`src/hdl/smfa_pkg.sv`:
```
// ----------------------------------------------------------------------------
// smfa_pkg
// Shared types and codes for the sign-magnitude 32.32 fixed-point ALU:
// operation codes, compare codes, operand and beat layouts.
// ----------------------------------------------------------------------------
package smfa_pkg;

    localparam int WHOLE_W = 32;
    localparam int FRAC_W  = 32;
    localparam int MAG_W   = WHOLE_W + FRAC_W;
    localparam int IN_W    = 136;
    localparam int OUT_W   = 72;

    typedef enum logic [1:0] {
        OP_ADD = 2'd0,
        OP_SUB = 2'd1,
        OP_MUL = 2'd2,
        OP_CMP = 2'd3
    } op_t;

    localparam logic [1:0] ORD_EQ = 2'b00;
    localparam logic [1:0] ORD_GT = 2'b01;
    localparam logic [1:0] ORD_LT = 2'b11;

    typedef struct packed {
        logic               neg;
        logic [WHOLE_W-1:0] whole;
        logic [FRAC_W-1:0]  frac;
    } operand_t;

    // input beat, lowest bit first: op, lhs_whole, lhs_frac, lhs_neg,
    // rhs_whole, rhs_frac, rhs_neg, zero fill
    typedef struct packed {
        logic [3:0]         fill;
        logic               rhs_neg;
        logic [FRAC_W-1:0]  rhs_frac;
        logic [WHOLE_W-1:0] rhs_whole;
        logic               lhs_neg;
        logic [FRAC_W-1:0]  lhs_frac;
        logic [WHOLE_W-1:0] lhs_whole;
        op_t                op;
    } in_beat_t;

    // output beat, lowest bit first: res_whole, res_frac, res_neg,
    // ovf_flag, unf_flag, order, zero fill
    typedef struct packed {
        logic [2:0]         fill;
        logic [1:0]         order;
        logic               unf_flag;
        logic               ovf_flag;
        logic               res_neg;
        logic [FRAC_W-1:0]  res_frac;
        logic [WHOLE_W-1:0] res_whole;
    } out_beat_t;

    typedef struct packed {
        logic [MAG_W-1:0] mag;
        logic             neg;
        logic             ovf;
        logic [1:0]       order;
    } addcmp_res_t;

endpackage

```
`src/hdl/smfa_addcmp.sv`:
```
// ----------------------------------------------------------------------------
// smfa_addcmp
// Sign-magnitude add, subtract and three-way compare of two 32.32 operands.
// Negative zero is taken as positive zero.
// ----------------------------------------------------------------------------
module smfa_addcmp
    import smfa_pkg::*;
(
    input  op_t         op,
    input  operand_t    lhs,
    input  operand_t    rhs,
    output addcmp_res_t res
);

    logic [MAG_W-1:0] lm;
    logic [MAG_W-1:0] rm;
    logic             lz;
    logic             rz;
    logic             ln;
    logic             rn;
    logic             an;
    logic [MAG_W:0]   sum;
    logic [MAG_W:0]   d_lr;
    logic [MAG_W-1:0] d_rl;
    logic             lt;
    logic             eq;

    assign lm   = {lhs.whole, lhs.frac};
    assign rm   = {rhs.whole, rhs.frac};
    assign lz   = (lm == '0);
    assign rz   = (rm == '0);
    assign ln   = lhs.neg & ~lz;
    assign rn   = rhs.neg & ~rz;
    assign an   = (op == OP_SUB) ? (rn ^ ~rz) : rn;
    assign sum  = {1'b0, lm} + {1'b0, rm};
    assign d_lr = {1'b0, lm} - {1'b0, rm};
    assign d_rl = rm - lm;
    assign lt   = d_lr[MAG_W];
    assign eq   = (lm == rm);

    always_comb
    begin
        res = '0;
        if (ln == an)
        begin
            res.mag = sum[MAG_W-1:0];
            res.neg = ln;
            res.ovf = sum[MAG_W];
        end
        else if (eq)
        begin
            res.mag = '0;
            res.neg = 1'b0;
        end
        else if (!lt)
        begin
            res.mag = d_lr[MAG_W-1:0];
            res.neg = ln;
        end
        else
        begin
            res.mag = d_rl;
            res.neg = an;
        end

        if (ln != rn)
        begin
            res.order = ln ? ORD_LT : ORD_GT;
        end
        else if (eq)
        begin
            res.order = ORD_EQ;
        end
        else
        begin
            res.order = (lt ^ ln) ? ORD_LT : ORD_GT;
        end
    end

endmodule

```
`config.mk`:
```
export PLATFORM = sky130hd
export DESIGN_NAME = smfa_addcmp
export DESIGN_NICKNAME = d
export VERILOG_FILES = /design/src/hdl/smfa_pkg.sv /design/src/hdl/smfa_addcmp.sv
export SDC_FILE = /design/constraint.sdc
export NUM_CORES = 1
export LEC_CHECK = 0
export BUFFER_PORTS_ARGS = -buffer_cell sky130_fd_sc_hd__buf_2
export CAP_MARGIN = 10
export CELL_PAD_IN_SITES_DETAIL_PLACEMENT = 1
export CELL_PAD_IN_SITES_GLOBAL_PLACEMENT = 2
export CORE_UTILIZATION = 30
export DETAILED_ROUTE_END_ITERATION = 7
export GPL_TIMING_DRIVEN = 1
export PLACE_DENSITY_LB_ADDON = 0.1
export SYNTH_ARGS = -nofsm -noshare
export SYNTH_HDL_FRONTEND = slang
export SYNTH_SLANG_ARGS = --single-unit
export TNS_END_PERCENT = 50
```
`constraint.sdc`:
```
create_clock -name vclk -period 5.46
set_input_delay 0.546 -clock vclk [all_inputs]
set_output_delay 0.546 -clock vclk [all_outputs]
set_load 0.02 [all_outputs]
```
==> flow_summary.json, run 1 <==
{
  "status": "completed",
  "detail-route-antenna-nets": 0,
  "die_w_um": 205,
  "final_nets": 2530,
  "grt_max_degree": 64,
  "syn-num-nets": 2315,
  "grt_first_pass_wirelength_um": 106000,
  "p_leak_nw": 6.78,
  "netlist_area_mm2": 0.0123,
  "p_per_area_mw_per_mm2": 162,
  "gp_congestion": 0.952,
  "critPathLaunchType": "primary input",
  "cp.arrival_ns": 4.66,
  "final-setup-viol-count": 0,
  "grt_use_total_pct": 33.2,
  "regArea_um2": 0,
  "vias_per_cell": 6.12,
  "final_period_minus_worst_setup_slack_ns": 5.21,
  "dp_hpwl_um": 61200,
  "synth.largest_area_cell": "ha_1",
  "crit_path_end_kind": "output port",
  "cp-startpoint": "lhs[2]",
  "rsz0062_at_grt": "false",
  "tns_ns": 0,
  "p_clk_share_pct": 0,
  "wl_per_cell_um": 26.3,
  "intPower_w": 0.000794,
  "initial_core_util_pct": 30.7,
  "ys_seq_area_share_pct": 0,
  "wl_um": 71700,
  "finalPower_w": 0.00236,
  "drc": 0,
  "vias": 16700,
  "synthTopCellsByArea": "ha_1 20%, a21oi_1 13%, inv_1 6.2%, o21ai_0 6.1%, nor2_1 6.0%",
  "grt_pass1_vias": 16900,
  "max_stage_delay_ns": 0.76,
  "maxCapViolations": 0,
  "fp.dieArea_mm2": 0.0419,
  "relSlewSlack_pct": 30.5,
  "drive_gt1_share_pct": 16.0,
  "critPathKind": "in -> out",
  "avgSynthCellArea_um2": 6.20,
  "rows": 73,
  "design_area_mm2": 0.0146,
  "fin_crit_sh_pct": 95.3,
  "combPwrFrac_pct": 100.0,
  "die_h_um": 205,
  "first_iter_violations": 1178,
  "port_buffers": 200,
  "drt_pre_antenna_iters": 5,
  "ios": 200,
  "synth_cell_types": 75,
  "fp.coreArea_mm2": 0.0401,
  "slew_violations": 0,
  "worst_slew_pin_slew_ns": 1.03,
  "path_cells": "buf_2, inv_1, ha_1, nand2b_4, a221oi_4, o21ai_2, o311a_4, o31a_1, o21ai_0, a211o_1, a21boi_0, buf_4, and4_1, a211o_1, buf_2",
  "hold_violations": 0,
  "clkbuf_count": 0,
  "dpl-instance-area_mm2": 0.0146,
  "netlist.area_leader.share_pct": 19.6,
  "min_from": "rhs[0]",
  "swShare_pct": 66.4,
  "cp_slowest_cell": "o21ai_0",
  "synth_cells": 1987,
  "hold_class": "in -> out",
  "fmax_mhz": 192,
  "hold_slack_ns": 1.58,
  "antenna_found_initial": 5,
  "worstPathMaxFanout": 8,
  "crit_required_ns": 4.91,
  "seqPwrFrac_pct": 0,
  "irDropWorstVdd_mv": 0.0718,
  "ys_warn_count": 0,
  "numSequentialCells": 0,
  "p_switching_w": 0.00157,
  "synthToLayoutAreaGrowth_pct": 18.5,
  "overflow": 0
}
-- per-layer routing --
layer,part of all wire (%),GRT usage (%),wire (um),vias to the layer above
li1,-,-,-,7753
met1,44,43.5,31900,8292
met2,47,57.3,33800,537
met3,5.0,2.82,3560,104
met4,3.2,9.78,2330,8
met5,0.074,0,53,-
-- power groups by stage --
stage / clock, W / combinational [W] / sequential [W]
after floorplan: 0 / 0.00138 / 0
after global placement: 0 / 0.00230 / 0
after detailed placement: 0 / 0.00232 / 0
after CTS: 0 / 0.00233 / 0
after global routing: 0 / 0.00253 / 0
final: 0.0000000000245 / 0.00236 / 0
-- cell usage after synthesis (27+ instances only) --
| master | count |
|---|---|
| a211oi_1 | 27 |
| nor3_1 | 51 |
| o21bai_1 | 63 |
| nor2_1 | 197 |
| a221oi_1 | 37 |
| inv_1 | 204 |
| nor4_1 | 47 |
| nand4_1 | 46 |
| nand2_1 | 126 |
| nand3_1 | 29 |
| o21ai_0 | 150 |
| clkbuf_1 | 91 |
| ha_1 | 193 |
| a21o_1 | 39 |
| a21oi_1 | 315 |
-- cell families (layout without fill, tap and decap cells) --
logic type      Yosys count  count (layout)  synth area share (%)
other cells               0               1                     0
compound gates          862             862                  45.1
xor+xnor                 10              10                 0.710
fa+ha+maj               196             196                  20.1
mux                      23              23                  1.89
simple gates            588             588                  22.8
buf+inv                 308             521                  9.44
-- worst paths after layout --
check | cells after the start | to | slack (ns)
setup / recovery | 15 | res[56] | 0.25
hold / removal | 4 | res[4] | 1.58
-- cells in the final DEF (no fill, tap or decap), drive strengths merged, types with 14 or more instances in the layout --
cell and count:
mux2i 21, ha 193, o211ai 23, nand2 126, o21bai 63, buf 316, o22a 23, o21ai 151
a21oi 315, a31oi 21, nor4 47, a221oi 39, nand4 46, a211oi 27, o31ai 25, a21boi 17
nor3 52, nor2b 24, inv 204, nand3 29, nand2b 17, o22ai 14, o21a 21, a21o 39
nor2 197
-- timing repair --
action | 4_1_cts | 5_1_grt
setup buffers | 0 | 0
resized for setup | 0 | 2
hold endpoints to repair | 0 | 0
setup endpoints to repair | 0 | 2
hold buffers | 0 | 0
-- layout make-up --
cell class                 count  area [um2]
antenna                        1        2.50
fill                        5310       25500
inverter                     205         769
multi-input combinational   1679       11200
tap                          525         657
timing repair buffer         316        1950
-- critical path: cells and delay by family --
kind / cells / cell delay (ns)
fa+ha+maj: 1 / 0.40
compound gates: 8 / 2.73
buf+inv: 4 / 0.59
simple gates: 2 / 0.38
-- through the flow --
stage	std cells	utilization (%)	setup WS, ns
after floorplan	1987	-	1.14
after global placement	2725	36.4	0.160
after detailed placement	2725	36.4	0.0999
after CTS	2725	36.4	0.0797
after global routing	2725	36.4	0.0227
final	2726	36.4	0.255
No activity file was read; power rests on OpenSTA's default activity.
==> run 2: changes to the inputs <==
--- a/config.mk
+++ b/config.mk
@@ -5,6 +5,7 @@
 export SDC_FILE = /design/constraint.sdc
 export NUM_CORES = 1
 export LEC_CHECK = 0
+export ABC_AREA = 1
 export BUFFER_PORTS_ARGS = -buffer_cell sky130_fd_sc_hd__buf_2
 export CAP_MARGIN = 10
 export CELL_PAD_IN_SITES_DETAIL_PLACEMENT = 1
==> flow_summary.json, run 2 <==
{
  "max_stage_delay_ns": 0.75,
  "ys_top_cells_by_count": "1,484 x nand2_1, 785 x inv_1, 345 x nor2_1",
  "post_cts_buffers": 0,
  "ys_warn_count": 0,
  "tns_ns": 0,
  "grt_first_pass_wirelength_um": 151000,
  "dp_hpwl_um": 94600,
  "rsz0062_at_grt": "false",
  "die_w_um": 245,
  "critPathLaunchType": "primary input",
  "detail-route-antenna-nets": 0,
  "grt_use_total_pct": 34.2,
  "design_area_mm2": 0.0194,
  "fp.dieArea_mm2": 0.0600,
  "seqPwrFrac_pct": 0,
  "synth_cells": 3751,
  "final_period_minus_worst_setup_slack_ns": 4.34,
  "status": "completed",
  "wl_per_cell_um": 22.7,
  "gp_congestion": 0.995,
  "grt_util_met2_pct": 53.7,
  "critPathTopFamily": "simple AND/OR/NAND/NOR gates",
  "vias": 23900,
  "final_cell_mix": "1,483 x nand2_1, 785 x inv_1, 345 x nor2_1, 254 x nand3_1, 200 x buf_2",
  "gr-usage-met3_pct": 2.06,
  "slew_violations": 0,
  "cp.arrival_ns": 3.79,
  "worst_slew_pin_slew_ns": 1.03,
  "combPwrFrac_pct": 100.0,
  "synth.largest_area_cell": "nand2_1",
  "grtUsageMet1_pct": 50.5,
  "hold_buffers": 0,
  "syn-num-nets": 4079,
  "grt_pass1_vias": 23200,
  "hold_class": "in -> out",
  "fin_crit_sh_pct": 79.4,
  "diodes": 0,
  "irDropWorstVdd_mv": 0.0632,
  "final-setup-viol-count": 0,
  "drive_gt1_share_pct": 6.99,
  "avgSynthCellArea_um2": 4.72,
  "synthToLayoutAreaGrowth_pct": 9.52,
  "synthTopCellsByArea": "nand2_1 31%, inv_1 17%, ha_1 14%, nor2_1 7.3%, nand3_1 7.2%",
  "critPathKind": "in -> out",
  "dpl-instance-area_mm2": 0.0194,
  "p_clk_share_pct": 0,
  "worstPathMaxFanout": 34,
  "cp_num_buf_inv": 5,
  "cp_slowest_cell": "ha_1",
  "antenna_found_initial": 1,
  "regArea_um2": 0,
  "p_switching_w": 0.00202,
  "port_buffers": 200,
  "wl_um": 106000,
  "cts_resized": 0,
  "drt_pre_antenna_iters": 6,
  "swShare_pct": 73.3,
  "maxCapViolations": 0,
  "intPower_w": 0.000736,
  "grt_max_degree": 38,
  "crit_path_end_kind": "output port",
  "path_cells": "buf_2, inv_1, ha_1, nand2_1, nor2_1, inv_1, nor2_2, nand2_2, nor2_2, nand2_2, nand2_4, buf_4, nand2_1, nand3_1, o21ai_0, buf_2",
  "overflow": 0,
  "netlist_area_mm2": 0.0177,
  "grt-busiest-layer": "met2",
  "vias_per_cell": 5.13,
  "crit_required_ns": 4.91,
  "synthMostInstantiatedCell": "nand2_1",
  "ys_seq_area_share_pct": 0,
  "layout_commonest_cell": "nand2_1",
  "numSequentialCells": 0,
  "fp.coreArea_mm2": 0.0580,
  "p_per_area_mw_per_mm2": 142,
  "fillers": 8672,
  "drc": 0,
  "final_nets": 4221,
  "netlist.area_leader.share_pct": 31.5,
  "synth_cell_types": 40,
  "relSlewSlack_pct": 30.6,
  "ios": 200,
  "first_iter_violations": 2113,
  "finalPower_w": 0.00276,
  "initial_core_util_pct": 30.5,
  "p_leak_nw": 11.8,
  "die_h_um": 245,
  "fmax_mhz": 231,
  "hold_violations": 0,
  "clkbuf_count": 0,
  "rows": 88
}
## run 2: cell types whose count changed after synthesis, sizes merged, moves of 33 or more
cell,delta
nand2,+1372
inv,+593
nand3,+226
nor2,+158
a21oi,-135
xor2,+84
clkbuf,-81
buf,+63
o21bai,-47
nor4,-42
a221oi,-39
a21o,-33
## run 2: path summary, 6_finish.rpt
check | start | to | depth (start not counted)
min | rhs[64] | res[0] | 3
max | lhs[41] | res[18] | 16
## run 2: area by class of cell
class                      instances  area, um2  area share, %
tap                              765        957           4.94
inverter                         799       3000           15.5
multi-input combinational       2867      14200           73.3
timing repair buffer             225       1210           6.26
## run 2: cells by family after synthesis
logic type | Yosys count | synth area share [%]
simple gates | 2235 | 51.5
fa+ha+maj | 196 | 14.0
xor+xnor | 89 | 4.40
buf+inv | 884 | 19.7
compound gates | 347 | 10.4
## run 2: worst min-delay path, stage by stage
cell    delay (ns)
buf_2         0.12
a31o_2        0.14
buf_2         0.15
## run 2: layer usage
layer	vias up	routed length [um]	share of wire, %
met5	-	0	0
met4	0	2700	2.6
met3	86	6600	6.2
met2	798	45000	43
met1	11400	51400	49
li1	11600	-	-
## run 2: power groups by stage
| stage | sequential (W) | combinational, W | clock (W) |
|---|---|---|---|
| floorplan | 0 | 0.00164 | 0 |
| global placement | 0 | 0.00269 | 0 |
| detailed placement | 0 | 0.00269 | 0 |
| CTS | 0 | 0.00270 | 0 |
| global route | 0 | 0.00296 | 0 |
| finish | 0 | 0.00276 | 0 |
## run 2: stage by stage
step           setup WS (ns)  hold slack [ns]  util [%]  std cells
4_1_cts                 1.15             1.51      33.4       4656
3_3_place_gp            1.15             1.51      33.4       4656
3_5_place_dp            1.16             1.51      33.4       4656
6_report                1.12             1.51      33.4       4656
2_1_floorplan           2.36             1.28         -       3751
5_1_grt                0.969             1.52      33.4       4656
==> run 3: changes to the inputs <==
==> constraint.sdc (replaced) <==
create_clock -name vclk -period 4.1
set_input_delay 0.41 -clock vclk [all_inputs]
set_output_delay 0.41 -clock vclk [all_outputs]
set_load 0.02 [all_outputs]
==> flow_summary.json, run 3 (synthesis results as in run 2) <==
{
  "maxCapViolations": 0,
  "finalWorstSetupSlack_ns": 0.181,
  "fmax_mhz": 255,
  "cts_resized": 0,
  "dp_hpwl_um": 95600,
  "crit_required_ns": 3.69,
  "p_per_area_mw_per_mm2": 189,
  "dpl-instance-area_mm2": 0.0198,
  "design_area_mm2": 0.0198,
  "fp.dieArea_mm2": 0.0600,
  "ios": 200,
  "layout_commonest_cell": "nand2_1",
  "drive_gt1_share_pct": 8.05,
  "swShare_pct": 72.2,
  "detail-route-antenna-nets": 0,
  "critPathTopFamily": "simple AND/OR/NAND/NOR gates",
  "hold_violations": 0,
  "p_clk_share_pct": 0,
  "hold_buffers": 0,
  "tns_ns": 0,
  "grt_pass1_vias": 23400,
  "critPathLaunchType": "primary input",
  "cp_num_buf_inv": 5,
  "grtUsageMet1_pct": 49.5,
  "relSlewSlack_pct": 32.6,
  "numSequentialCells": 0,
  "pre_cts_ws_ns": 0.317,
  "diodes": 0,
  "cp.arrival_ns": 3.51,
  "drt_pre_antenna_iters": 5,
  "final-setup-viol-count": 0,
  "regArea_um2": 0,
  "max_stage_delay_ns": 0.61,
  "worstPathMaxFanout": 9,
  "stdcell_count": 4701,
  "seqPwrFrac_pct": 0,
  "grt_util_met2_pct": 53.4,
  "vias_per_cell": 5.06,
  "final_period_minus_worst_setup_slack_ns": 3.92,
  "die_h_um": 245,
  "wl_per_cell_um": 22.6,
  "clkbuf_count": 0,
  "finalPower_w": 0.00374,
  "crit_path_end_kind": "output port",
  "gp_congestion": 1.00,
  "grt_first_pass_wirelength_um": 152000,
  "hold_class": "in -> out",
  "first_iter_violations": 1794,
  "rsz0062_at_grt": "false",
  "status": "completed",
  "intPower_w": 0.00104,
  "die_w_um": 245,
  "fillers": 8625,
  "p_leak_nw": 12.1,
  "grt-busiest-layer": "met2",
  "cp_slowest_cell": "ha_1",
  "fin_crit_sh_pct": 95.6,
  "cp_common_cell": "nand2_1",
  "critPathKind": "in -> out",
  "grt_use_total_pct": 34.4,
  "overflow": 0,
  "path_cells": "buf_2, inv_1, ha_1, nand2_1, nor2_1, nand2_1, inv_1, nand2_1, nand2_1, nand2_1, nand2_1, buf_4, xor2_1, nand2_1, nand3_1, nand2_1, buf_2",
  "final_nets": 4266,
  "combPwrFrac_pct": 100.0,
  "irDropWorstVdd_mv": 0.0962,
  "place_inst": 4701,
  "synthToLayoutAreaGrowth_pct": 11.6,
  "wl_um": 106000,
  "p_switching_w": 0.00270,
  "worst_slew_pin_slew_ns": 1.00,
  "antenna_found_initial": 0,
  "fp.coreArea_mm2": 0.0580,
  "gr-usage-met3_pct": 4.18,
  "vias": 23800,
  "final_cell_mix": "1,483 x nand2_1, 785 x inv_1, 345 x nor2_1, 254 x nand3_1, 200 x buf_2",
  "rows": 88,
  "grt_max_degree": 41,
  "port_buffers": 200,
  "initial_core_util_pct": 30.5,
  "post_cts_buffers": 0,
  "drc": 0,
  "slew_violations": 0
}
## run 3: cell count changes in the layout (fill, tap and decap cells not counted)
cell,previous run,this run
buf_12,2,5
buf_4,23,65
## run 3: layout make-up
cell class / instances / area, um2 / share of cell area, %
Multi-Input combinational cell: 2867 / 14200 / 71.9
Inverter: 799 / 3000 / 15.2
Timing Repair Buffer: 270 / 1590 / 8.04
Tap cell: 765 / 957 / 4.84
## run 3: metrics by stage
step / hold WS [ns] / utilization, %
after floorplan: 1.01 / -
after global placement: 1.27 / 34.0
after detailed placement: 1.27 / 34.0
after CTS: 1.27 / 34.0
after global routing: 1.28 / 34.0
final: 1.27 / 34.0
## run 3: worst min-delay path, cell delays in order
cell and delay (ns):
buf_2 0.12, a31o_2 0.17, buf_2 0.16
## run 3: worst paths after layout
check / start / endpoint / slack (ns) / cells past startpoint
max: lhs[12] / res[34] / 0.18 / 17
min: rhs[64] / res[0] / 1.27 / 3
## run 3: power by group through the flow
| stage | clock [W] | sequential (W) | combinational, W |
|---|---|---|---|
| 3_3_place_gp | 0 | 0 | 0.00365 |
| 2_1_floorplan | 0 | 0 | 0.00218 |
| 5_1_grt | 0 | 0 | 0.00402 |
| 3_5_place_dp | 0 | 0 | 0.00365 |
| 4_1_cts | 0 | 0 | 0.00366 |
| 6_report | 0 | 0 | 0.00374 |
## run 3: metal layers
layer,vias to the layer above,share of wire (%)
li1,11700,-
met1,11300,48
met2,682,42
met3,105,6.4
met4,0,3.1
met5,-,0
